==> src/design/plc_pkg.sv <==
// ----------------------------------------------------------------------------
// plc_pkg
// Shared types and constants of the point leader clustering block.
// ----------------------------------------------------------------------------
package plc_pkg;

    localparam int TABLE_DEPTH = 64;
    localparam int IDX_W       = $clog2(TABLE_DEPTH);
    localparam int CNT_W       = $clog2(TABLE_DEPTH + 1);

    localparam int COORD_W     = 16;
    localparam int HITS_W      = 16;
    localparam int RADIUS_W    = 10;
    localparam int STATUS_W    = 3;
    localparam int CINDEX_W    = 6;
    localparam int SQ_W        = 2 * COORD_W;
    localparam int NUM_W       = 2 * COORD_W + 1;
    localparam int MAG_W       = 2 * COORD_W;

    localparam logic [HITS_W-1:0] HITS_MAX = '1;

    // opcodes
    localparam logic OP_ADD   = 1'b0;
    localparam logic OP_FLUSH = 1'b1;

    // result status codes
    localparam logic [STATUS_W-1:0] STS_MERGED  = 3'd0;
    localparam logic [STATUS_W-1:0] STS_NEW     = 3'd1;
    localparam logic [STATUS_W-1:0] STS_DROPPED = 3'd2;
    localparam logic [STATUS_W-1:0] STS_REPORT  = 3'd3;
    localparam logic [STATUS_W-1:0] STS_NONE    = 3'd4;

    // configuration port
    localparam int   ADDR_W            = 3;
    localparam int   DATA_W            = 32;
    localparam logic REG_MATCH_RADIUS  = 1'b0;
    localparam logic REG_MIN_COUNT     = 1'b1;
    localparam logic [RADIUS_W-1:0] MATCH_RADIUS_RESET = 10'd10;
    localparam logic [HITS_W-1:0]   MIN_COUNT_RESET    = 16'd5;

    typedef struct packed {
        logic [RADIUS_W-1:0] match_radius;
        logic [HITS_W-1:0]   min_count;
    } t_cfg;

    typedef struct packed {
        logic [COORD_W-1:0] mean_x;
        logic [COORD_W-1:0] mean_y;
        logic [HITS_W-1:0]  hits;
    } t_entry;

endpackage

==> src/design/plc_table.sv <==
// ----------------------------------------------------------------------------
// plc_table
// Cluster table: one write port, one read port, registered read data.
// ----------------------------------------------------------------------------
module plc_table (
    input  logic                       i_clk,
    input  logic                       i_re,
    input  logic [plc_pkg::IDX_W-1:0]  i_raddr,
    input  logic                       i_we,
    input  logic [plc_pkg::IDX_W-1:0]  i_waddr,
    input  plc_pkg::t_entry            i_wdata,
    output plc_pkg::t_entry            o_rdata
);
    import plc_pkg::*;

    t_entry r_mem [TABLE_DEPTH];
    t_entry r_rdata;

    // read data holds while no read is issued
    always_ff @(posedge i_clk) begin
        if (i_we) begin
            r_mem[i_waddr] <= i_wdata;
        end
        if (i_re) begin
            r_rdata <= r_mem[i_raddr];
        end
    end

    assign o_rdata = r_rdata;

endmodule

==> config.mk <==
export PLATFORM = sky130hd
export DESIGN_NAME = plc_table
export DESIGN_NICKNAME = d
export VERILOG_FILES = /design/src/design/plc_pkg.sv /design/src/design/plc_table.sv
export SDC_FILE = /design/constraint.sdc
export NUM_CORES = 2
export LEC_CHECK = 0
export BUFFER_PORTS_ARGS = -buffer_cell sky130_fd_sc_hd__buf_2
export CELL_PAD_IN_SITES_DETAIL_PLACEMENT = 0
export CELL_PAD_IN_SITES_GLOBAL_PLACEMENT = 2
export CORE_UTILIZATION = 46
export DETAILED_ROUTE_END_ITERATION = 10
export PLACE_DENSITY = 0.74
export SYNTH_ARGS = -nofsm -noshare
export SYNTH_HDL_FRONTEND = slang
export SYNTH_SLANG_ARGS = --single-unit
==> constraint.sdc <==
create_clock -name i_clk -period 5 [get_ports i_clk]
set_input_delay 1 -clock i_clk [delete_from_list [all_inputs] [get_ports i_clk]]
set_output_delay 1 -clock i_clk [all_outputs]
set_load 0.01 [all_outputs]
# After elaboration in Yosys (flattened, before gate mapping)
# Memories as Yosys holds them, arrays and structs flattened. A register that Yosys moved wholly into a read port is not among the register bits.
# Index checks and enable logic that the tools add are counted.
# W data, S select, Z words.
dict set report word_totals {
  word_cells 3
  ff_bits 0
  input_bits 63
  mem_count 1
  out_inout_bits 48
  ramBits 3072
}
# name words word_bits rd rd_ports_with_merged_regs wr line
set mem_list {}
lappend mem_list {r_mem 64 48 1 1 1 plc_table.sv:16} ;# t_entry r_mem [TABLE_DEPTH];
dict set report op_classes {
  mux 2
}
# cell n
set op_table {}
lappend op_table {{$mux W1} 2}

# Depth between registers and ports, before layout
dict set report logic_depth {
  ltp_word 2
  depth_mapped 9
  ltp_nobuf 5
}

# Worst setup path after synthesis
# No wires, ideal clock.
dict set report synth_path {
  kind {input to register}
  from {input i_waddr[3] in the netlist's numbering}
  to {memory r_mem[48][0] in the netlist's numbering (enable)}
  setup_ns 0.513
  t_required_ns 4.487
  setup_slack_ns -0.285
  n_path_buf 1
  cell_stages 4
  t_arrival_ns 4.772
  path_cell_list {clkbuf_1 > nor2b_1 > nand4b_1 > nor3_1}
}
# item line
set synth_lines {}
lappend synth_lines {{from (decl)} plc_table.sv:10} ;# input logic [plc_pkg::IDX_W-1:0] i_waddr,
lappend synth_lines {{to (decl)} plc_table.sv:16}
# Straight into the memory's write port.

==> metrics.yaml <==
yosys:
  ys_seq_elements: 3120
  synth_top_flop_cell: "edfxtp_1"
  yosys_warnings: 0
  yosys.area_share.simple_pct: 0.953
  seq_area_frac_synth_pct: 79.7
  synth_fp_nets: 5033
  ys_types: 35
  synthAdderAreaFrac_pct: 0
  syn_avg_cell_area_um2: 23.7
  synth_area_um2: 118000
  synthMuxAreaShare_pct: 15.1
  synthTopCellsByCount: "edfxtp_1 (3120), mux4_2 (754), nor2_1 (132)"
  synth_edf_count: 3120
  synth_cells: 4970
  async_reset_ff_share_pct: 0
  yosysMostFrequentCell: "edfxtp_1"
  synth_xor_xnor_area_share_pct: 0
  synth_compound_area_share_pct: 3.01
  yosysTopAreaCellShare_pct: 79.7
  ys_top_cells_by_area: "edfxtp_1 (80%), mux4_2 (14%), o22ai_1 (0.65%)"
  synth_top_family_by_area: "multiplexers"
  synth_top_area_cell: "edfxtp_1"
global_route:
  grt_max_degree: 65
  grt_pass1_vias: 56400
  grt_pass1_wl_um: 430000
  track_usage_pct: 23.8
  overflow: 0
  antenna_found_initial: 16
critical_path:
  cp.arrival_ns: 3.73
  crit_fanout: 59
  critical_path.startpoint_type: "input pin"
  setup.reg_to_reg.worst_slack_ns: 2.74
  r2r_start: "r_mem[8][45]"
  cp-startpoint: "i_raddr[1]"
  timing.rr.end: "o_rdata[45]"
  end_kind: "flip-flop"
  ff2ff_path_depth: 4
  required_ns: 5.65
  path_class: "input pin to flip-flop"
sta:
  setup_viol: 0
  drv_slew: 0
  setup_ws_ns: 1.92
  finalSetupTns_ns: 0
  finalCritPeriodShare_pct: 61.7
  worstMarginPinSlew_ns: 1.25
  hold_viol: 0
  timing.max_slew.rel_slack_pct: 16.5
  skew_ns: 0.0418
  max_clock_freq_mhz: 324
  rsz0062_at_grt: "false"
  fin_crit_ns: 3.08
clock_tree:
  cts-buffers-inserted: 322
  hold_buffers: 0
  cts-root-buf: "clkbuf_16"
  clkTransAtPathRegs_ns: 0.06
  cts_setup_buffers: 0
  ctsResizeCount: 0
  cts_max_level: 5
  clock_path_buffers: 4
  cts.sinks: 3120
  cts_tree: "done"
  clk_latency_ns: 0.95
power_and_ir_drop:
  total_leakage_power_nw: 41.3
  ir_drop_uv: 354
  total_power_mw: 54.1
  powerDensity_nw_per_um2: 405
die:
  start_util_pct: 46.3
  ios: 111
  die_height_um: 508
  core.rowCount: 185
  die-area_um2: 258000
  core_um2: 254000
  die_x_um: 508
finish:
  multi_input_area_um2: 23000
  nFillCells: 19300
  regArea_um2: 93700
  final_net_count: 5413
  drive_above_1_share_pct: 28.8
  fin_cells: 8936
  design_area_um2: 134000
  areaGrowthSynthToFinish_pct: 13.6
place:
  placed_area_um2: 124000
  pre_cts_slack_ns: 0.986
  dp.cells: 8392
  port_buffers: 110
  gp_congestion: 0.775
  dp_hpwl_um: 164000
hold_path:
  hold_start: "i_wdata[9]"
  whs_path_depth: 2
  min_to: "r_mem[40][9]"
  hold_class: "input pin to flip-flop"
route:
  drt-initial-drc-count: 6457
  viasPerCell: 6.27
  routed_wl_um: 306000
  vias: 56100
  drcViolationCount: 0
  antenna_left: 0
  routedWlPerCell_um: 34.2
  drtPass1Iterations: 5
status:
  status: "finished clean"
job:
  drv_cap: 0
## state kept, by name (all words and copies together), names as in the netlist
register / cells
r_mem: 3072
o_rdata: 48
## stage by stage
stage,util (%),hold WS [ns]
after global placement,48.7,0.886
after floorplan,-,0.787
final,52.6,0.745
after CTS,52.5,0.690
after detailed placement,48.7,0.877
after global routing,52.5,0.692
## placed cells by master, fill, tap and decap left out, types with 5 or more instances in the layout
cell and instances:
clkbuf_1 76, buf_12 59, a21oi_1 74, edfxtp_1 3120, a221oi_1 83, o22ai_1 122, nand2_1 53, mux2_2 12
a211oi_1 32, mux2i_1 63, nand3_1 7, clkinv_1 51, a22o_1 57, a311oi_1 11, nand3b_1 5, clkbuf_16 328
nor2_4 64, nor2b_1 20, nor2_1 68, mux4_2 754, a31o_2 5, nand2b_1 8, buf_2 106, buf_4 171
o221ai_1 28, clkinvlp_4 8, a22oi_1 72, bufinv_16 19, clkinv_2 48
## final cells by class
cell class              count  share of cell area (%)
clock inverters           136                   0.880
diodes                      4                 0.00749
well taps                3366                    3.15
repair buffers            338                    2.27
multi-input cells        1568                    17.2
clock buffers             404                    6.36
flip-flops and latches   3120                    70.1
## cell families after synthesis
kind of cell,count (synthesis)
flip-flops,3120
AO/OA/AOI/OAI,486
AND/OR/NAND/NOR,253
buffers and inverters,282
multiplexers,829
## worst max-delay path, stage by stage
cell	delay, ns
buf_8	0.45
nand3b_1	0.86
o22ai_1	0.47
a211oi_1	0.12
a21oi_1	0.61
nor2_1	0.08
## worst max-delay path by stage
| stage | to | slack (ns) | cells past startpoint |
|---|---|---|---|
| 5_1_grt | o_rdata[16] | 1.86 | 8 |
| 3_5_place_dp | o_rdata[29] | 0.99 | 7 |
| 4_1_cts | o_rdata[16] | 1.98 | 8 |
| 3_3_place_gp | o_rdata[29] | 0.98 | 7 |
| 2_1_floorplan | r_mem[39][0] | 0.65 | 4 |
| 6_report | o_rdata[19] | 1.92 | 6 |
## power breakdown
part | total [mW] | switching [mW] | internal (mW)
combinational | 2.50 | 1.57 | 0.925
sequential | 29.1 | 0.0827 | 29.0
clock | 22.5 | 9.58 | 13.0
total | 54.1 | 11.2 | 42.9
## metal layers
layer,track usage [%],wire [um],vias up
li1,-,-,22300
met1,32.5,122000,30800
met2,40.2,154000,2452
met3,3.40,21200,506
met4,6.64,8360,4
met5,0,23,-
Note: power is estimated with default switching activity, not from simulation.
