<file path="src/design/plc_pkg.sv">
// ----------------------------------------------------------------------------
// plc_pkg
// Shared types and constants of the point leader clustering block.
// ----------------------------------------------------------------------------
package plc_pkg;

    localparam int TABLE_DEPTH = 64;
    localparam int IDX_W       = $clog2(TABLE_DEPTH);
    localparam int CNT_W       = $clog2(TABLE_DEPTH + 1);

    localparam int COORD_W     = 16;
    localparam int HITS_W      = 16;
    localparam int RADIUS_W    = 10;
    localparam int STATUS_W    = 3;
    localparam int CINDEX_W    = 6;
    localparam int SQ_W        = 2 * COORD_W;
    localparam int NUM_W       = 2 * COORD_W + 1;
    localparam int MAG_W       = 2 * COORD_W;

    localparam logic [HITS_W-1:0] HITS_MAX = '1;

    // opcodes
    localparam logic OP_ADD   = 1'b0;
    localparam logic OP_FLUSH = 1'b1;

    // result status codes
    localparam logic [STATUS_W-1:0] STS_MERGED  = 3'd0;
    localparam logic [STATUS_W-1:0] STS_NEW     = 3'd1;
    localparam logic [STATUS_W-1:0] STS_DROPPED = 3'd2;
    localparam logic [STATUS_W-1:0] STS_REPORT  = 3'd3;
    localparam logic [STATUS_W-1:0] STS_NONE    = 3'd4;

    // configuration port
    localparam int   ADDR_W            = 3;
    localparam int   DATA_W            = 32;
    localparam logic REG_MATCH_RADIUS  = 1'b0;
    localparam logic REG_MIN_COUNT     = 1'b1;
    localparam logic [RADIUS_W-1:0] MATCH_RADIUS_RESET = 10'd10;
    localparam logic [HITS_W-1:0]   MIN_COUNT_RESET    = 16'd5;

    typedef struct packed {
        logic [RADIUS_W-1:0] match_radius;
        logic [HITS_W-1:0]   min_count;
    } t_cfg;

    typedef struct packed {
        logic [COORD_W-1:0] mean_x;
        logic [COORD_W-1:0] mean_y;
        logic [HITS_W-1:0]  hits;
    } t_entry;

endpackage

</file>
<file path="src/design/plc_regs.sv">
// ----------------------------------------------------------------------------
// plc_regs
// APB-style configuration registers: match radius and report threshold.
// ----------------------------------------------------------------------------
module plc_regs (
    input  logic                        i_clk,
    input  logic                        i_rst_n,
    input  logic                        psel,
    input  logic                        penable,
    input  logic                        pwrite,
    input  logic [plc_pkg::ADDR_W-1:0]  paddr,
    input  logic [plc_pkg::DATA_W-1:0]  pwdata,
    output logic [plc_pkg::DATA_W-1:0]  prdata,
    output logic                        pready,
    output plc_pkg::t_cfg               o_cfg
);
    import plc_pkg::*;

    t_cfg r_cfg;
    logic w_wr;

    assign w_wr   = psel && penable && pwrite;
    assign pready = 1'b1;
    assign o_cfg  = r_cfg;

    always_ff @(posedge i_clk) begin
        if (!i_rst_n) begin
            r_cfg.match_radius <= MATCH_RADIUS_RESET;
            r_cfg.min_count    <= MIN_COUNT_RESET;
        end else if (w_wr) begin
            unique case (paddr[2])
                REG_MATCH_RADIUS: r_cfg.match_radius <= pwdata[RADIUS_W-1:0];
                REG_MIN_COUNT:    r_cfg.min_count    <= pwdata[HITS_W-1:0];
                default:          r_cfg <= r_cfg;
            endcase
        end
    end

    always_comb begin
        unique case (paddr[2])
            REG_MATCH_RADIUS: prdata = DATA_W'(r_cfg.match_radius);
            REG_MIN_COUNT:    prdata = DATA_W'(r_cfg.min_count);
            default:          prdata = '0;
        endcase
    end

endmodule

</file>
<file path="config.mk">
export PLATFORM = sky130hd
export DESIGN_NAME = plc_regs
export DESIGN_NICKNAME = d
export VERILOG_FILES = /design/src/design/plc_pkg.sv /design/src/design/plc_regs.sv
export SDC_FILE = /design/constraint.sdc
export NUM_CORES = 1
export LEC_CHECK = 0
export BUFFER_PORTS_ARGS = -buffer_cell sky130_fd_sc_hd__buf_2
export CAP_MARGIN = 20
export CELL_PAD_IN_SITES_DETAIL_PLACEMENT = 1
export CELL_PAD_IN_SITES_GLOBAL_PLACEMENT = 1
export CORE_MARGIN = 8
export CORE_UTILIZATION = 30
export DETAILED_ROUTE_END_ITERATION = 10
export PLACE_DENSITY_LB_ADDON = 0.1
export SYNTH_ARGS = -nofsm -noshare
export SYNTH_HDL_FRONTEND = slang
export SYNTH_SLANG_ARGS = --single-unit
export TNS_END_PERCENT = 100
</file>
<file path="constraint.sdc">
create_clock -name i_clk -period 2.7 [get_ports i_clk]
set_input_delay 0.135 -clock i_clk [delete_from_list [all_inputs] [get_ports i_clk]]
set_output_delay 0.135 -clock i_clk [all_outputs]
set_load 0.005 [all_outputs]
</file>
## Word level (Yosys, flattened, before mapping)

Cells that the tools add are included.

| storage, ports and cells | value |
|---|---|
| bits in registers | 26 |
| latch bits | 0 |
| bits in writable memories | 0 |
| memory bits (read-only) | 0 |
| input bits | 40 |
| output and inout port bits | 59 |
| logic and storage cells | 8 |
| memories kept | 0 |

| operators by class | value |
|---|---|
| add/subtract/negate cells | 0 |
| $mul | 0 |
| divide/modulo/power cells | 0 |
| $lt $le $gt $ge | 0 |
| equal/unequal tests | 0 |
| shift-type cells | 0 |
| mux-type cells | 1 |
| bitwise operators | 1 |
| reductions and logical operators | 4 |

Operators by type and width:

| operator | number |
|---|---|
| 32-bit case mux with 2 select lines | 1 |
| 2-bit AND reduction | 2 |
| 1-bit logical AND | 2 |
| 1-bit NOT | 1 |

## Depth between registers and ports, before layout

Gate-level depths: netlist (run 1).

| depth | value |
|---|---|
| word-level depth | 3 |
| depth in mapped cells | 5 |
| mapped depth without buffers | 2 |

## Worst setup path after synthesis (run 1)

Ideal clock, no wire load.

| timing | value |
|---|---|
| path type | input-to-reg |
| start | input port paddr[2] (netlist name) |
| end | register r_cfg, in the netlist o_cfg[5] |
| setup time | 72 ps |
| arrival time | 856 ps |
| data required time | 2628 ps |
| slack | 1772 ps |
| cell stages on the path | 5 |
| buffers on the path | 3 |
| cell sequence | buf_6 and4_4 buf_12 buf_12 mux2i_1 |

| on the way | value |
|---|---|
| longest elaborated chain between the ends | 1 |

RTL lines:

| element | line | source |
|---|---|---|
| start: declaration | plc_regs.sv:11 | `input logic [plc_pkg::ADDR_W-1:0] paddr,` |
| 2-bit AND reduction (no source line) | -- |  |
| end signal: assignment | plc_regs.sv:34 | `default: r_cfg <= r_cfg;` |
| end: declaration | plc_regs.sv:19 | `t_cfg r_cfg;` |

Every way passes these cells.
A chain may end at the register's enable or synchronous reset.

## Worst setup path after layout (run 1)

| timing | value |
|---|---|
| start | register r_cfg, in the netlist o_cfg[18] |
| end | output port prdata[2] (netlist name) |

| on the way | value |
|---|---|
| longest elaborated chain between the ends | 1 |

RTL lines:

| element | line | source |
|---|---|---|
| 32-bit case mux with 2 select lines | plc_regs.sv:40 | `unique case (paddr[2])` |
| end: declaration | plc_regs.sv:13 | `output logic [plc_pkg::DATA_W-1:0] prdata,` |

Every way passes these cells. The select of a mux whose other input is x is not followed.

==> flow_summary.json, run 1 <==
{
  "yosysUniqueCellTypes": 16,
  "final_antenna_net_count": 0,
  "yosys.area.top_type_share": 0.3782,
  "skew_ps": 0,
  "start_kind": "flip-flop",
  "path_cells": "mux2_2, buf_2",
  "drv_cap": 0,
  "drcViolationCount": 0,
  "firstDrtPassIters": 2,
  "hp-class": "input pin to flip-flop",
  "post_drt_wl_per_cell_um": 15.95,
  "syn_inst": 146,
  "die_w_um": 83.73,
  "fin_setup_tns_ps": 0,
  "core_um2": 4384,
  "leakagePower_nw": 0.8349,
  "min_period_ps": 1151,
  "cts_resized": 0,
  "antenna_found_initial": 0,
  "drt_iter0_drc": 12,
  "rows": 24,
  "area_delta_synth_final_pct": 19.55,
  "die_h_um": 83.73,
  "setup_violations": 0,
  "slew_headroom": 0.5071,
  "start_util": 0.3139,
  "ctsHoldBuffers": 0,
  "fin_cells": 252,
  "crit_family": "flip-flops",
  "critPathMaxFanout": 3,
  "worstPathRequired_ps": 2570,
  "clockBufferDepth": 2,
  "track_usage": 0.1083,
  "postCtsSetupBuffers": 0,
  "crit_buf_inv": 1,
  "io_pins": 99,
  "antennaDiodeCount": 0,
  "dp.cells": 249,
  "die-area_um2": 7011,
  "yosysTopAreaCell": "dfxtp_1",
  "status": "completed",
  "synth_area_leaders": "dfxtp_1 (38%), mux2i_1 (19%), nand2_1 (10%)",
  "design_area_um2": 1645,
  "synth-seq-cells": 26,
  "cp_slowest_stage_delay_ps": 340,
  "fin_nets": 242,
  "rsz0062_at_grt": "no",
  "hold_violations": 0,
  "gp_congestion": 0.6976,
  "placed_area_um2": 1604,
  "grt_pass1_vias": 1248,
  "clk_pin_slew_ps": 90,
  "clock_sinks": 26,
  "ys_seq_area_frac": 0.3782,
  "peakVddDrop_uv": 153.0,
  "avgSynthCellArea_um2": 9.427,
  "htreeDepth": 1,
  "critPathCaptureType": "output port",
  "max_freq_mhz": 868.9,
  "grt_pass1_wl_mm": 6.244,
  "yosys_warnings": 0,
  "numPortBuffers": 63,
  "grt_overflow_total": 0,
  "vias": 1122,
  "final_max_slew_viol_count": 0,
  "cts_root_buffer": "clkbuf_8",
  "largest_reg_flops": 26,
  "clk_latency_ps": 260,
  "place_ws_ps": 1300,
  "numCtsBuffers": 3,
  "worstPathArrival_ps": 1020,
  "fin_ws_ps": 1549,
  "grt_max_degree": 47,
  "power_density_nw_per_um2": 431.5,
  "crit_slowest_cell": "dfxtp_1",
  "synth.cell_area_um2": 1376,
  "worst_pin_slew_ps": 739.4,
  "crit_type": "flip-flop to output port",
  "viasPerCell": 4.452,
  "post-route-period-util": 0.4262,
  "dp_hpwl_mm": 3.079,
  "layout-drive-gt1-share": 0.3900,
  "drt_wl_total_mm": 4.020,
  "cts_tree": "built"
}
==> report_power, final <==
group          internal [mW]  switching, mW  total [mW]
clock network          0.100          0.119       0.219
registers              0.392        0.00584       0.398
logic                 0.0421         0.0513      0.0934
==> kinds of logic (layout without fill, tap and decap cells) <==
kind of cell,Yosys count,in the layout,share of synthesized area
AND/OR/NAND/NOR,55,55,0.1936
other,2,17,0.005457
flip-flops,26,26,0.3782
multiplexers,36,36,0.2709
buffers and inverters,27,66,0.1518
==> path summary, 6_finish.rpt <==
check | from | to | slack [ps] | cells past startpoint
setup / recovery | o_cfg[18] | prdata[2] | 1550 | 2
hold / removal | pwdata[10] | o_cfg[10] | 100 | 3
setup reg to reg | o_cfg[7] | o_cfg[7] | 2050 | 2
hold reg to reg | o_cfg[4] | o_cfg[4] | 470 | 2
==> per-stage QoR <==
step	hold WS, ps	power (mW)	util
2_1_floorplan	277.1	0.4807	-
3_3_place_gp	384.7	0.4964	0.3659
3_5_place_dp	394.1	0.5014	0.3659
4_1_cts	94.76	0.7252	0.3753
5_1_grt	87.44	0.7543	0.3753
6_report	103.7	0.7100	0.3753
==> cell type report <==
cell class | instances | area, um2
Fill cell | 546 | 2739
Multi-Input combinational cell | 108 | 703.2
Sequential cell | 26 | 520.5
Timing Repair Buffer | 63 | 315.3
Tap cell | 52 | 65.06
Clock buffer | 3 | 41.29
==> worst min-delay path, delay by kind of cell <==
| kind | cells | cell delay (ps) |
|---|---|---|
| buffers and inverters | 1 | 90 |
| and+or+nand+nor | 1 | 40 |
| muxes | 1 | 50 |
==> cells in the final DEF, fill, tap and decap left out <==
cell type and n:
buf_2 63, nand2_1 38, mux2i_1 26, dfxtp_1 26
conb_1 17, mux2_2 10, nor2b_1 8, and2_1 6
clkbuf_8 3, and4b_1 1, and4_4 1, nand4b_2 1
==> metal layers <==
metal / share of wire / wire length, um / track usage
met2: 0.52 / 2094 / 0.2014
met3: 0.077 / 308 / 0.04199
met5: 0 / 0 / 0
met1: 0.39 / 1583 / 0.1086
met4: 0.0085 / 34 / 0.02826
==> cell usage after synthesis <==
cell / count
and4_4: 1
mux2_2: 10
nor2b_1: 8
buf_2: 2
buf_12: 2
conb_1: 2
clkbuf_2: 1
nand2_1: 38
buf_6: 1
nand4b_2: 1
buf_4: 17
and2_1: 6
mux2i_1: 26
clkbuf_1: 4
and4b_1: 1
dfxtp_1: 26
(Power assumes the default switching activity.)
==> inputs of run 2 (changes only) <==
CORE_UTILIZATION = 25   (was 30)
clock period = 0.9 ns   (was 2.7 ns; I/O delays follow)
==> flow_summary.json, run 2 (synthesis gave the netlist of run 1 again) <==
{
  "status": "finished with violations",
  "violations": "negative setup slack",
  "track_usage": 0.1075,
  "skew_ps": 0,
  "final_max_slew_viol_count": 0,
  "cts_tree": "built",
  "endpoint": "prdata[4]",
  "drcViolationCount": 0,
  "clockBufferDepth": 2,
  "layout_common_cells": "buf_6 (45), nand2_1 (38), buf_2 (35), mux2i_1 (26), dfxtp_2 (26)",
  "crit_slowest_cell": "dfxtp_2",
  "drt_wl_total_mm": 4.605,
  "fin_cells": 299,
  "cts_root_buffer": "clkbuf_8",
  "vias": 1249,
  "layout-drive-gt1-share": 0.5815,
  "start_util": 0.2546,
  "placed_area_um2": 1717,
  "die-area_um2": 8135,
  "path_cells": "mux2_4, buf_6",
  "hold_violations": 0,
  "antennaDiodeCount": 0,
  "largest_reg_flops": 26,
  "gp_congestion": 0.7069,
  "n_fill_cell": 642,
  "max_freq_mhz": 964.2,
  "grt_max_degree": 47,
  "worstPathArrival_ps": 990,
  "numCtsBuffers": 3,
  "clock_sinks": 26,
  "core_um2": 5405,
  "leakagePower_nw": 1.067,
  "die_h_um": 90.20,
  "clk_latency_ps": 270,
  "setup_violations": 12,
  "antenna_found_initial": 0,
  "rows": 27,
  "final_antenna_net_count": 0,
  "htreeDepth": 1,
  "io_pins": 99,
  "fin_setup_tns_ps": -1489,
  "design_area_um2": 2232,
  "critPathCaptureType": "output port",
  "grt_pass1_wl_mm": 7.134,
  "crit_type": "flip-flop to output port",
  "dp.cells": 274,
  "power.total_mw": 2.289,
  "rr_startpoint": "o_cfg[23]",
  "viasPerCell": 4.177,
  "numPortBuffers": 63,
  "peakVddDrop_uv": 478.3,
  "min_period_ps": 1037,
  "post-route-util": 0.4130,
  "fin_nets": 269,
  "reg2reg_to": "o_cfg[23]",
  "worstPathRequired_ps": 850,
  "area_delta_synth_final_pct": 62.18,
  "drt_iter0_drc": 11,
  "firstDrtPassIters": 4,
  "dp_hpwl_mm": 3.266,
  "post_drt_wl_per_cell_um": 15.40,
  "critPathLaunch": "o_cfg[20]",
  "critPathMaxFanout": 2,
  "start_kind": "flip-flop",
  "ff2ff_path_depth": 4,
  "clk_pin_slew_ps": 90,
  "grt_overflow_total": 0,
  "fin_ws_ps": -137.2,
  "final_common_cell": "buf_6",
  "regToRegSetupSlack_ps": 110,
  "power_density_nw_per_um2": 1026,
  "die_w_um": 90.20,
  "hp-class": "input pin to flip-flop",
  "rsz0062_at_grt": "yes",
  "cp_slowest_stage_delay_ps": 330,
  "drv_cap": 0,
  "grt_pass1_vias": 1469,
  "post-route-period-util": 1.152
}
[run 2: layer usage]
metal  GRT usage  vias up  routed length [um]
li1            -      598                   -
met1      0.1002      604                1683
met2      0.2067       42                2521
met3     0.04406        5                 358
met4     0.03329        0                  42
met5           0        -                   0
[run 2: power breakdown]
part           internal [mW]  total, mW  switching (mW)
Sequential              1.18       1.20          0.0177
Combinational          0.235      0.421           0.186
Clock                  0.300      0.671           0.371
Total                   1.71       2.29           0.575
[run 2: worst min path at each step]
stage	end	start	depth (start not counted)	slack (ps)
after floorplan	o_cfg[10]	pwdata[10]	2	190
after detailed placement	o_cfg[12]	pwdata[12]	3	310
final	o_cfg[13]	pwdata[13]	3	10
after CTS	o_cfg[14]	pwdata[14]	3	2
after global routing	o_cfg[15]	pwdata[15]	3	9
after global placement	o_cfg[10]	pwdata[10]	3	300
[run 2: worst max-delay path: cells and delay by family (launching register included)]
family / cells / cell delay, ps
flops: 1 / 330
mux: 1 / 270
buf+inv: 1 / 120
[run 2: layout make-up]
type	instances	area, um2	share of cell area
repair buffers	90	809.5	0.3627
clock buffers	3	41.29	0.01850
multi-input cells	108	738.2	0.3307
flip-flops and latches	26	553.0	0.2478
well taps	72	90.09	0.04036
[run 2: repair_timing]
item                                    in CTS  in global routing
endpoints found under the setup margin      16                 33
resized for setup                           46                 35
gates cloned                                 0                  0
hold buffers                                 1                  0
buffers inserted                            17                  4
hold endpoints to repair                     1                  0
[run 2: stage by stage]
step / worst slack (ps) / hold slack (ps)
finish: -137.2 / 11.42
floorplan: 62.09 / 187.1
detailed placement: -66.02 / 306.5
global placement: -36.68 / 295.3
global route: -183.7 / 9.036
CTS: -147.9 / 1.730
