<file path="src/design/plc_pkg.sv">
// ----------------------------------------------------------------------------
// plc_pkg
// Shared types and constants of the point leader clustering block.
// ----------------------------------------------------------------------------
package plc_pkg;

    localparam int TABLE_DEPTH = 64;
    localparam int IDX_W       = $clog2(TABLE_DEPTH);
    localparam int CNT_W       = $clog2(TABLE_DEPTH + 1);

    localparam int COORD_W     = 16;
    localparam int HITS_W      = 16;
    localparam int RADIUS_W    = 10;
    localparam int STATUS_W    = 3;
    localparam int CINDEX_W    = 6;
    localparam int SQ_W        = 2 * COORD_W;
    localparam int NUM_W       = 2 * COORD_W + 1;
    localparam int MAG_W       = 2 * COORD_W;

    localparam logic [HITS_W-1:0] HITS_MAX = '1;

    // opcodes
    localparam logic OP_ADD   = 1'b0;
    localparam logic OP_FLUSH = 1'b1;

    // result status codes
    localparam logic [STATUS_W-1:0] STS_MERGED  = 3'd0;
    localparam logic [STATUS_W-1:0] STS_NEW     = 3'd1;
    localparam logic [STATUS_W-1:0] STS_DROPPED = 3'd2;
    localparam logic [STATUS_W-1:0] STS_REPORT  = 3'd3;
    localparam logic [STATUS_W-1:0] STS_NONE    = 3'd4;

    // configuration port
    localparam int   ADDR_W            = 3;
    localparam int   DATA_W            = 32;
    localparam logic REG_MATCH_RADIUS  = 1'b0;
    localparam logic REG_MIN_COUNT     = 1'b1;
    localparam logic [RADIUS_W-1:0] MATCH_RADIUS_RESET = 10'd10;
    localparam logic [HITS_W-1:0]   MIN_COUNT_RESET    = 16'd5;

    typedef struct packed {
        logic [RADIUS_W-1:0] match_radius;
        logic [HITS_W-1:0]   min_count;
    } t_cfg;

    typedef struct packed {
        logic [COORD_W-1:0] mean_x;
        logic [COORD_W-1:0] mean_y;
        logic [HITS_W-1:0]  hits;
    } t_entry;

endpackage

</file>
<file path="src/design/plc_div.sv">
// ----------------------------------------------------------------------------
// plc_div
// Serial signed divider, one quotient bit a cycle, truncating toward zero.
// ----------------------------------------------------------------------------
module plc_div (
    input  logic                               i_clk,
    input  logic                               i_rst_n,
    input  logic                               i_start,
    input  logic signed [plc_pkg::NUM_W-1:0]   i_num,
    input  logic [plc_pkg::HITS_W-1:0]         i_den,
    output logic                               o_done,
    output logic [plc_pkg::COORD_W-1:0]        o_quot
);
    import plc_pkg::*;

    localparam int STEP_W = $clog2(MAG_W);

    logic                r_busy;
    logic                r_done;
    logic [STEP_W-1:0]   r_cnt;
    logic [MAG_W-1:0]    r_dvd;
    logic [HITS_W-1:0]   r_rem;
    logic [HITS_W-1:0]   r_den;
    logic                r_neg;
    logic [COORD_W-1:0]  r_quot;

    logic [NUM_W-1:0]    w_mag;
    logic [HITS_W:0]     w_rem_sh;
    logic [HITS_W:0]     w_rem_sub;
    logic                w_ge;
    logic [HITS_W-1:0]   w_rem_nx;
    logic [MAG_W-1:0]    w_dvd_nx;
    logic [COORD_W-1:0]  w_q;
    logic                w_last;

    assign w_mag     = i_num[NUM_W-1] ? NUM_W'(-i_num) : NUM_W'(i_num);
    assign w_rem_sh  = {r_rem, r_dvd[MAG_W-1]};
    assign w_rem_sub = w_rem_sh - {1'b0, r_den};
    assign w_ge      = (w_rem_sh >= {1'b0, r_den});
    assign w_rem_nx  = w_ge ? w_rem_sub[HITS_W-1:0] : w_rem_sh[HITS_W-1:0];
    assign w_dvd_nx  = {r_dvd[MAG_W-2:0], w_ge};
    assign w_q       = w_dvd_nx[COORD_W-1:0];
    assign w_last    = r_busy && (r_cnt == STEP_W'(MAG_W - 1));

    always_ff @(posedge i_clk) begin
        if (!i_rst_n) begin
            r_busy <= 1'b0;
            r_done <= 1'b0;
            r_cnt  <= '0;
        end else begin
            r_done <= w_last;
            if (i_start) begin
                r_busy <= 1'b1;
                r_cnt  <= '0;
            end else if (r_busy) begin
                r_cnt <= r_cnt + 1'b1;
                if (w_last) begin
                    r_busy <= 1'b0;
                end
            end
        end
    end

    always_ff @(posedge i_clk) begin
        if (i_start) begin
            r_dvd <= w_mag[MAG_W-1:0];
            r_rem <= '0;
            r_den <= i_den;
            r_neg <= i_num[NUM_W-1];
        end else if (r_busy) begin
            r_dvd <= w_dvd_nx;
            r_rem <= w_rem_nx;
        end
        if (w_last) begin
            r_quot <= r_neg ? COORD_W'(-w_q) : w_q;
        end
    end

    assign o_done = r_done;
    assign o_quot = r_quot;

endmodule

</file>
<file path="config.mk">
export PLATFORM = sky130hd
export DESIGN_NAME = plc_div
export DESIGN_NICKNAME = d
export VERILOG_FILES = /design/src/design/plc_pkg.sv /design/src/design/plc_div.sv
export SDC_FILE = /design/constraint.sdc
export NUM_CORES = 1
export LEC_CHECK = 0
export BUFFER_PORTS_ARGS = -buffer_cell sky130_fd_sc_hd__buf_2
export CAP_MARGIN = 40
export CELL_PAD_IN_SITES_DETAIL_PLACEMENT = 1
export CELL_PAD_IN_SITES_GLOBAL_PLACEMENT = 1
export CORE_MARGIN = 1
export CORE_UTILIZATION = 45
export CTS_BUF_LIST = sky130_fd_sc_hd__clkbuf_8 sky130_fd_sc_hd__clkbuf_16
export DETAILED_ROUTE_END_ITERATION = 8
export GPL_ROUTABILITY_DRIVEN = 0
export HOLD_SLACK_MARGIN = 0.05
export MAX_ROUTING_LAYER = met4
export PLACE_DENSITY_LB_ADDON = 0.1
export SYNTH_ARGS = -nofsm -noshare
export SYNTH_HDL_FRONTEND = slang
export SYNTH_SLANG_ARGS = --single-unit
</file>
<file path="constraint.sdc">
create_clock -name i_clk -period 4.1 [get_ports i_clk]
set_input_delay 0.205 -clock i_clk [delete_from_list [all_inputs] [get_ports i_clk]]
set_output_delay 0.205 -clock i_clk [all_outputs]
set_load 0.02 [all_outputs]
</file>
### Word-level counts from Yosys, hierarchy flattened

Cells that the tools add are included.

| cells by class | value |
|---|---|
| mux-type cells | 8 |
| order comparisons | 1 |
| bitwise operators | 1 |
| add/subtract/negate cells | 4 |
| reductions and logical operators | 3 |
| equal/unequal tests | 1 |

Operators with widths:

| cell | number |
|---|---|
| $mux 32 | 3 |
| $mux 16 | 2 |
| $neg 32->32 | 1 |
| $ge 17x16->1 | 1 |
| $neg 16->16 | 1 |
| $sub 16x16->16 | 1 |
| $add 5x1->5 const B | 1 |
| $eq 5x5->1 const B | 1 |
| $mux 1 | 3 |
| $reduce_bool 2->1 | 1 |
| $reduce_or 2->1 | 1 |
| $logic_and 1x1->1 | 1 |
| $not 1->1 | 1 |

| storage, ports and cells | value |
|---|---|
| output and inout bits | 17 |
| logic and storage cells | 26 |
| flip-flop bits (word level) | 88 |
| input bits | 52 |

### Logic depth before layout (Yosys ltp)

Gate-level depths: netlist of run 1.

| depth | value |
|---|---|
| depth after elaboration | 5 |
| gate-level depth with buffers | 15 |
| depth with buffers taken out | 12 |

### Worst setup path after synthesis of run 1

No wires, ideal clock.

| timing path | value |
|---|---|
| path type | register -> register |
| start | reg r_den[14] |
| end | reg r_quot[12] (netlist: o_quot[12]), data pin |
| required time | 3838 ps |
| clock period less this slack | 3002 ps |
| data arrival time | 2740 ps |
| setup time | 262 ps |
| stages on the path, launching flop included | 15 |
| slack | 1098 ps |
| path buffers | 2 |
| cell sequence | edfxtp_1 -> inv_1 -> ha_1 -> a21o_1 -> a211o_1 -> nor3_1 -> nand3_1 -> and2_1 -> clkbuf_1 -> inv_2 -> buf_1 -> ha_1 -> nand3_1 -> o31ai_1 -> xnor2_1 |

| between the ends | value |
|---|---|
| word-level cells in the longest chain between the ends | 3 |

RTL lines:

| element | RTL line | source |
|---|---|---|
| from (decl) | plc_div.sv:23 | `logic [HITS_W-1:0] r_den;` |
| from (signal assigned) | plc_div.sv:68 | `r_den <= i_den;` |
| $ge 17x16->1 | plc_div.sv:39 | `assign w_ge = (w_rem_sh >= {1'b0, r_den});` |
| $neg 16->16 | plc_div.sv:75 | `r_quot <= r_neg ? COORD_W'(-w_q) : w_q;` |
| $mux 16 | plc_div.sv:75 |  |
| to (signal assigned) | plc_div.sv:75 |  |
| to (decl) | plc_div.sv:25 | `logic [COORD_W-1:0] r_quot;` |

No other way between the ends.
A chain may end at the register's enable or synchronous reset.

### Final worst setup path of run 1

| timing path | value |
|---|---|
| start | reg r_den[0] |
| end | reg r_rem[12] |

| between the ends | value |
|---|---|
| word-level cells in the longest chain between the ends | 2 |
| elaborated cells between the ends (all ways) | 3 |
| classes of those cells | add/sub: 1; order compare: 1; mux: 1 |

RTL lines:

| element | RTL line | source |
|---|---|---|
| $sub 16x16->16 or $ge 17x16->1 (tied branches) | plc_div.sv:38, plc_div.sv:39 |  |
| $mux 16 * | plc_div.sv:40 | `assign w_rem_nx = w_ge ? w_rem_sub[HITS_W-1:0] : w_rem_sh[HITS_W-1:0];` |
| to (signal assigned) | plc_div.sv:72 | `r_rem <= w_rem_nx;` |
| to (decl) | plc_div.sv:22 | `logic [HITS_W-1:0] r_rem;` |

Mark *: on every way between the ends. The rest lies on a longest branch, timed or not.

==> run summary, run 1 <==
Ys Warns - 0
min-delay worst type - in2reg
Initial DRC Count - 156
vias per cell - 5.54
Chip Height - 109 um
syn avg cell area - 9.65 um2
Pre-Repair DR Iteration Count - 6
initial core utilization - 47.0%
Unique masters post-synth - 56
num rows - 38
pin count of the biggest net entering global routing - 60
Post-synth ARST share - 0%
H-tree depth - 3
worst r2r src - r_den[0]$_DFFE_PP_
Clock Skew - 0.00367 ns
R2R depth - 9
Crit Path Class - reg2reg
diode count - 0
Setup Viol. Count Final - 0
initial antenna violation count - 0
global-route wire length before repair - 20400 um
PD cells - 394 nW/um2
Final Worst Setup Slack - 1.21 ns
Hold Path Cell Cnt - 2
wire per inst - 16.3 um
Lkg Pwr - 0.00244 uW
Post-synth EDFFs - 65
Setup Fix Bufs, Post-CTS - 0
WP data required - 4.33 ns
clock sink count - 88
Core Box Area - 11000 um2
gr ovfl total - 0
area leader, netlist - edfxtp_1
post-synth top area share - 37.7%
Least-Margin Pin Slew - 0.815 ns
Max-Cap Viols - 0
Die Width - 109 um
HP Start - i_rst_n
Hold Vio Cnt, Final - 0
Place WS - 1.25 ns
PortBufs - 68
Final nets - 684
Worst-path clk slew - 0.06 ns
CP Max Fanout - 3
crit end category - register
RSZ-0062 raised after global routing - no
synthesized net count - 610
Vias - 4192
sequential share of the synthesized area - 46.6%
Mapped Area - 5180 um2
layout cells sized above 1 - 16.6%
Min Hold Slack - 0.108 ns
Worst slew margin - 44.3%
CTS tree - built
most common flop cell mapped by yosys - edfxtp_1
P&R area growth vs syn - 17.9%
Max Freq - 347 MHz
Post-DP Area - 5640 um2
CP startpoint kind - register
min Tclk post-route - 2.89 ns
HPWL after DPL - 8770 um
VDD IR max - 0.259 mV
Hold Path End - r_busy$_SDFF_PN0_
Worst R2R End - r_rem[12]$_SDFFE_PP0P_
Synth Register Bits - 88
status - complete, no violations
GRT Util Overall - 22.8%
Synth Instances - 537
drc violations - 0
Final Power - 2410 uW
clock latency at the later pin of the worst-skew pair - 0.34 ns
Fin Setup TNS - 0 ns
final WL - 12300 um
die area - 11900 um2
reg2reg setup slack - 1.21 ns
post-route ant nets - 0
Clock Tree Buf Depth - 2
ranking of synthesized cells by area - edfxtp_1, dfxtp_1, xor2_1
final worst path period share - 70.4%
# IOs - 69
Design Area, Final - 6110 um2
Root Driver - clkbuf_16
vias in the first global route - 4242
fill count - 1262
crit path DAT - 3.11 ns
CTS Buf Count - 9
Final Max Slew Viols - 0
-- sequential cells by signal, indices dropped and copies added (netlist names) --
signal  cells
o_done      1
o_quot     16
r_dvd      32
r_den      16
r_busy      1
r_neg       1
r_rem      16
r_cnt       5
-- cells by family after synthesis --
group,synth area share [%]
and+or+nand+nor,18.0
xor gates and xnor gates,9.30
DFF,46.6
buffers and inverters,3.98
AOI/OAI and AO/OA,16.2
muxes,0.797
adders and majority gates,5.22
-- worst max-delay path by stage --
| stage | from | cells after the start | to |
|---|---|---|---|
| 3_3_place_gp | r_den[11]$_DFFE_PP_ | 11 | r_rem[4]$_SDFFE_PP0P_ |
| 3_5_place_dp | r_den[13]$_DFFE_PP_ | 11 | o_quot[12]$_DFFE_PP_ |
| 5_1_grt | r_den[13]$_DFFE_PP_ | 11 | o_quot[12]$_DFFE_PP_ |
| 2_1_floorplan | r_den[14]$_DFFE_PP_ | 14 | o_quot[12]$_DFFE_PP_ |
| 4_1_cts | r_den[0]$_DFFE_PP_ | 9 | r_rem[12]$_SDFFE_PP0P_ |
| 6_report | r_den[0]$_DFFE_PP_ | 9 | r_rem[12]$_SDFFE_PP0P_ |
-- per-layer routing --
layer | up-vias | track usage, % | part of all wire, %
met2 | 87 | 36.3 | 49
met5 | - | - | 0
li1 | 2093 | - | -
met3 | 20 | 3.08 | 3.1
met4 | 0 | 9.71 | 2.3
met1 | 1992 | 29.1 | 46
-- report_power, final --
part / internal, uW / total (uW) / switching [uW]
Clock: 517 / 847 / 330
Sequential: 1040 / 1090 / 46.5
Combinational: 197 / 471 / 274
Total: 1750 / 2410 / 651
-- through the flow --
step,instances,utilization (%)
3_3_place_gp,723,51.1
3_5_place_dp,724,51.1
5_1_grt,756,55.4
4_1_cts,756,55.4
6_report,756,55.4
2_1_floorplan,537,-
-- placed cells by master (no fill, tap or decap), drive strengths merged, types with 5 or more instances in the layout --
master / synthesis / routed
buf: 2 / 72
edfxtp: 65 / 65
nor2: 59 / 59
a21oi: 46 / 46
nand2: 45 / 45
xor2: 36 / 36
inv: 29 / 30
o21ai: 24 / 24
dfxtp: 23 / 23
ha: 20 / 20
xnor2: 19 / 19
dlygate4sd3: 0 / 16
nand2b: 14 / 14
a311oi: 12 / 12
nand3: 12 / 12
clkbuf: 24 / 12
o31ai: 11 / 11
nor3: 10 / 10
or3: 7 / 7
nand4: 6 / 6
or4: 5 / 5
-- synthesized netlist by cell type, types with 6 or more instances --
cell type / n
edfxtp_1: 65
nor2_1: 59
a21oi_1: 46
nand2_1: 45
xor2_1: 36
inv_1: 28
clkbuf_1: 24
dfxtp_1: 23
o21ai_0: 21
ha_1: 20
xnor2_1: 19
nand2b_1: 14
a311oi_1: 12
nand3_1: 11
nor3_1: 10
o31ai_1: 9
or3_1: 7
nand4_1: 6
-- critical path, stage by stage, from the launching register on --
cell	delay, ns
edfxtp_1	0.40
ha_1	0.23
fa_1	0.38
nand2b_1	0.19
a21oi_1	0.20
o21ai_0	0.20
a2111oi_0	0.77
o21ai_0	0.16
nand4_1	0.16
nand3_1	0.07
-- final cells by class --
| type | instances | area (um2) | area share, % |
|---|---|---|---|
| multi-input combinational | 394 | 2560 | 41.9 |
| sequential | 88 | 2410 | 39.5 |
| timing repair buffer | 89 | 543 | 8.89 |
| clock buffer | 12 | 267 | 4.36 |
| tap | 140 | 175 | 2.87 |
| inverter | 29 | 109 | 1.78 |
| clock inverter | 4 | 42.5 | 0.696 |
-- what timing repair did --
action | CTS | global route
hold buffers | 16 | 0
endpoints found under the hold margin | 16 | 0
endpoints found under the setup margin | 0 | 0
gates resized for setup | 0 | 0
(Power assumes the default switching activity.)
==> run 2, diff against run 1 <==
ABC_AREA = 1   (was unset)
CORE_UTILIZATION = 44   (was 45)
clock period = 2.88 ns   (was 4.1 ns; I/O delays follow)
==> run summary, run 2 <==
status - complete, no violations
Clock Skew - 0.00820 ns
Clock Tree Buf Depth - 2
Pre-Repair DR Iteration Count - 4
final worst path period share - 91.1%
initial antenna violation count - 0
PortBufs - 68
sequential share of the synthesized area - 42.3%
drc violations - 0
met3 WL - 520 um
placed instance count - 958
CTS tree - built
non-filler cells in the finished layout - 994
pin count of the biggest net entering global routing - 43
clock sink count - 88
Initial DRC Count - 262
most flop-heavy register - r_dvd
Max-Cap Viols - 0
Final Max Slew Viols - 0
crit path DAT - 2.71 ns
num rows - 41
die area - 13400 um2
H-tree depth - 3
Post-synth EDFFs - 65
CP startpoint kind - register
min Tclk post-route - 2.62 ns
vias in the first global route - 5382
Crit Path Class - reg2reg
P&R area growth vs syn - 18.6%
CTS Buf Count - 9
VDD IR max - 0.296 mV
final core utilization - 53.6%
initial core utilization - 45.2%
met2 wire length - 8480 um
wire per inst - 16.4 um
Met1 Wirelength - 6850 um
count leader, synth - nand2_1
WP data required - 2.97 ns
Min Hold Slack - 0.0584 ns
syn avg cell area - 7.82 um2
min-delay worst type - in2reg
most common flop cell mapped by yosys - edfxtp_1
most frequent cells after synthesis - nand2_1, inv_1, nand3_1, edfxtp_1, nor2_1
post-synth top area share - 34.2%
gr ovfl total - 0
Root Driver - clkbuf_16
Unique masters post-synth - 49
CP Max Fanout - 5
vias per cell - 5.23
layout cells sized above 1 - 17.6%
ranking of synthesized cells by area - edfxtp_1, nand2_1, dfxtp_1
Vias - 5203
Post-synth ARST share - 0%
Ys Warns - 0
number of flip-flops in the largest register - 32
RSZ-0062 raised after global routing - no
PD cells - 482 nW/um2
Mapped Area - 5710 um2
clock latency at the later pin of the worst-skew pair - 0.35 ns
Least-Margin Pin Slew - 0.681 ns
Synth Register Bits - 88
fill count - 1613
GRT Util Overall - 26.2%
most frequent cells in the layout - nand2_1, inv_1, buf_2
Final nets - 890
most common cell after layout, fill and taps aside - nand2_1
HPWL after DPL - 12000 um
Synth Instances - 730
Worst slew margin - 54.0%
Setup Viol. Count Final - 0
synthesized net count - 803
# IOs - 69
area leader, netlist - edfxtp_1
Max Freq - 381 MHz
Hold Vio Cnt, Final - 0
Die Width - 116 um
Lkg Pwr - 0.00308 uW
Worst-path clk slew - 0.07 ns
Chip Height - 116 um
post-route ant nets - 0
Max Used Layer - met4
final WL - 16300 um
crit end category - register
global-route wire length before repair - 26000 um
diode count - 0
Core Box Area - 12600 um2
## run 2: changes by cell type in the layout (fill, tap and decap cells not counted), moves of 12 or more
cell	change
xor2_1	-13
nand2_1	+141
a311oi_1	-12
inv_1	+70
nand2b_1	-14
nand3_1	+56
a21oi_1	-31
nand2_2	+12
## run 2: cell type report
cell class                 count  area (um2)  share of cell area [%]
clock inverter                 5        56.3                   0.832
inverter                     104         395                    5.85
tap                          172         215                    3.18
multi-input combinational    519        2830                    41.8
sequential                    88        2410                    35.7
timing repair buffer          95         603                    8.92
clock buffer                  11         253                    3.74
## run 2: worst paths after layout
| path | startpoint | slack [ns] | depth (start not counted) | to |
|---|---|---|---|---|
| worst max register to register | r_den[12]$_DFFE_PP_ | 0.26 | 18 | o_quot[14]$_DFFE_PP_ |
| worst max-delay path | r_den[12]$_DFFE_PP_ | 0.26 | 18 | o_quot[14]$_DFFE_PP_ |
| worst min register to register | r_cnt[4]$_SDFFE_PP0P_ | 0.47 | 2 | r_cnt[4]$_SDFFE_PP0P_ |
| worst min-delay path | i_rst_n | 0.06 | 3 | o_done$_SDFF_PN0_ |
## run 2: worst max-delay path, stage by stage, from the launching register on
cell and delay [ns]:
edfxtp_1 0.36, inv_1 0.06, ha_2 0.30, nand2_1 0.13, inv_1 0.05, nand2_1 0.05, nand2_1 0.06, nand2_1 0.06
nand2_1 0.09, nor2_4 0.17, nand2_8 0.07, inv_6 0.05, ha_1 0.12, inv_1 0.09, nor4_4 0.20, nand3_2 0.15
nand2_2 0.10, o21ai_1 0.09, xor2_1 0.15
## run 2: logic make-up (layout without fill, tap and decap cells)
kind of cell | after synthesis | after routing | share of synthesized area, %
fa+ha+maj | 21 | 21 | 4.74
simple gates | 382 | 382 | 31.0
compound gates | 85 | 85 | 8.42
flops | 88 | 88 | 42.3
buf+inv | 123 | 215 | 8.84
xor+xnor | 31 | 31 | 4.76
## run 2: report_power, final
part / switching, uW / internal [uW] / total (uW)
sequential: 55.8 / 1460 / 1520
clock: 511 / 717 / 1230
combinational: 323 / 188 / 510
total: 890 / 2370 / 3260
## run 2: per-layer routing
| metal | track usage [%] | vias to the layer above |
|---|---|---|
| met5 | - | - |
| met3 | 3.82 | 32 |
| li1 | - | 2575 |
| met2 | 46.3 | 105 |
| met4 | 10.9 | 0 |
| met1 | 29.4 | 2491 |
## run 2: what timing repair did
| item | in CTS | in global routing |
|---|---|---|
| endpoints found under the setup margin | 1 | 3 |
| resized for setup | 1 | 10 |
| hold endpoints to repair | 16 | 0 |
| setup buffers | 0 | 4 |
| pin swaps | 0 | 4 |
| hold buffers | 16 | 0 |
## run 2: through the flow
stage	setup WS, ns	total power, uW	cell area [um2]	TNS [ns]
2_1_floorplan	0.169	1850	5710	0
3_3_place_gp	0.0995	2000	6200	0
3_5_place_dp	-0.0361	2030	6220	-0.0361
4_1_cts	0.0431	3280	6700	0
5_1_grt	0.0167	3390	6760	0
6_report	0.256	3260	6760	0
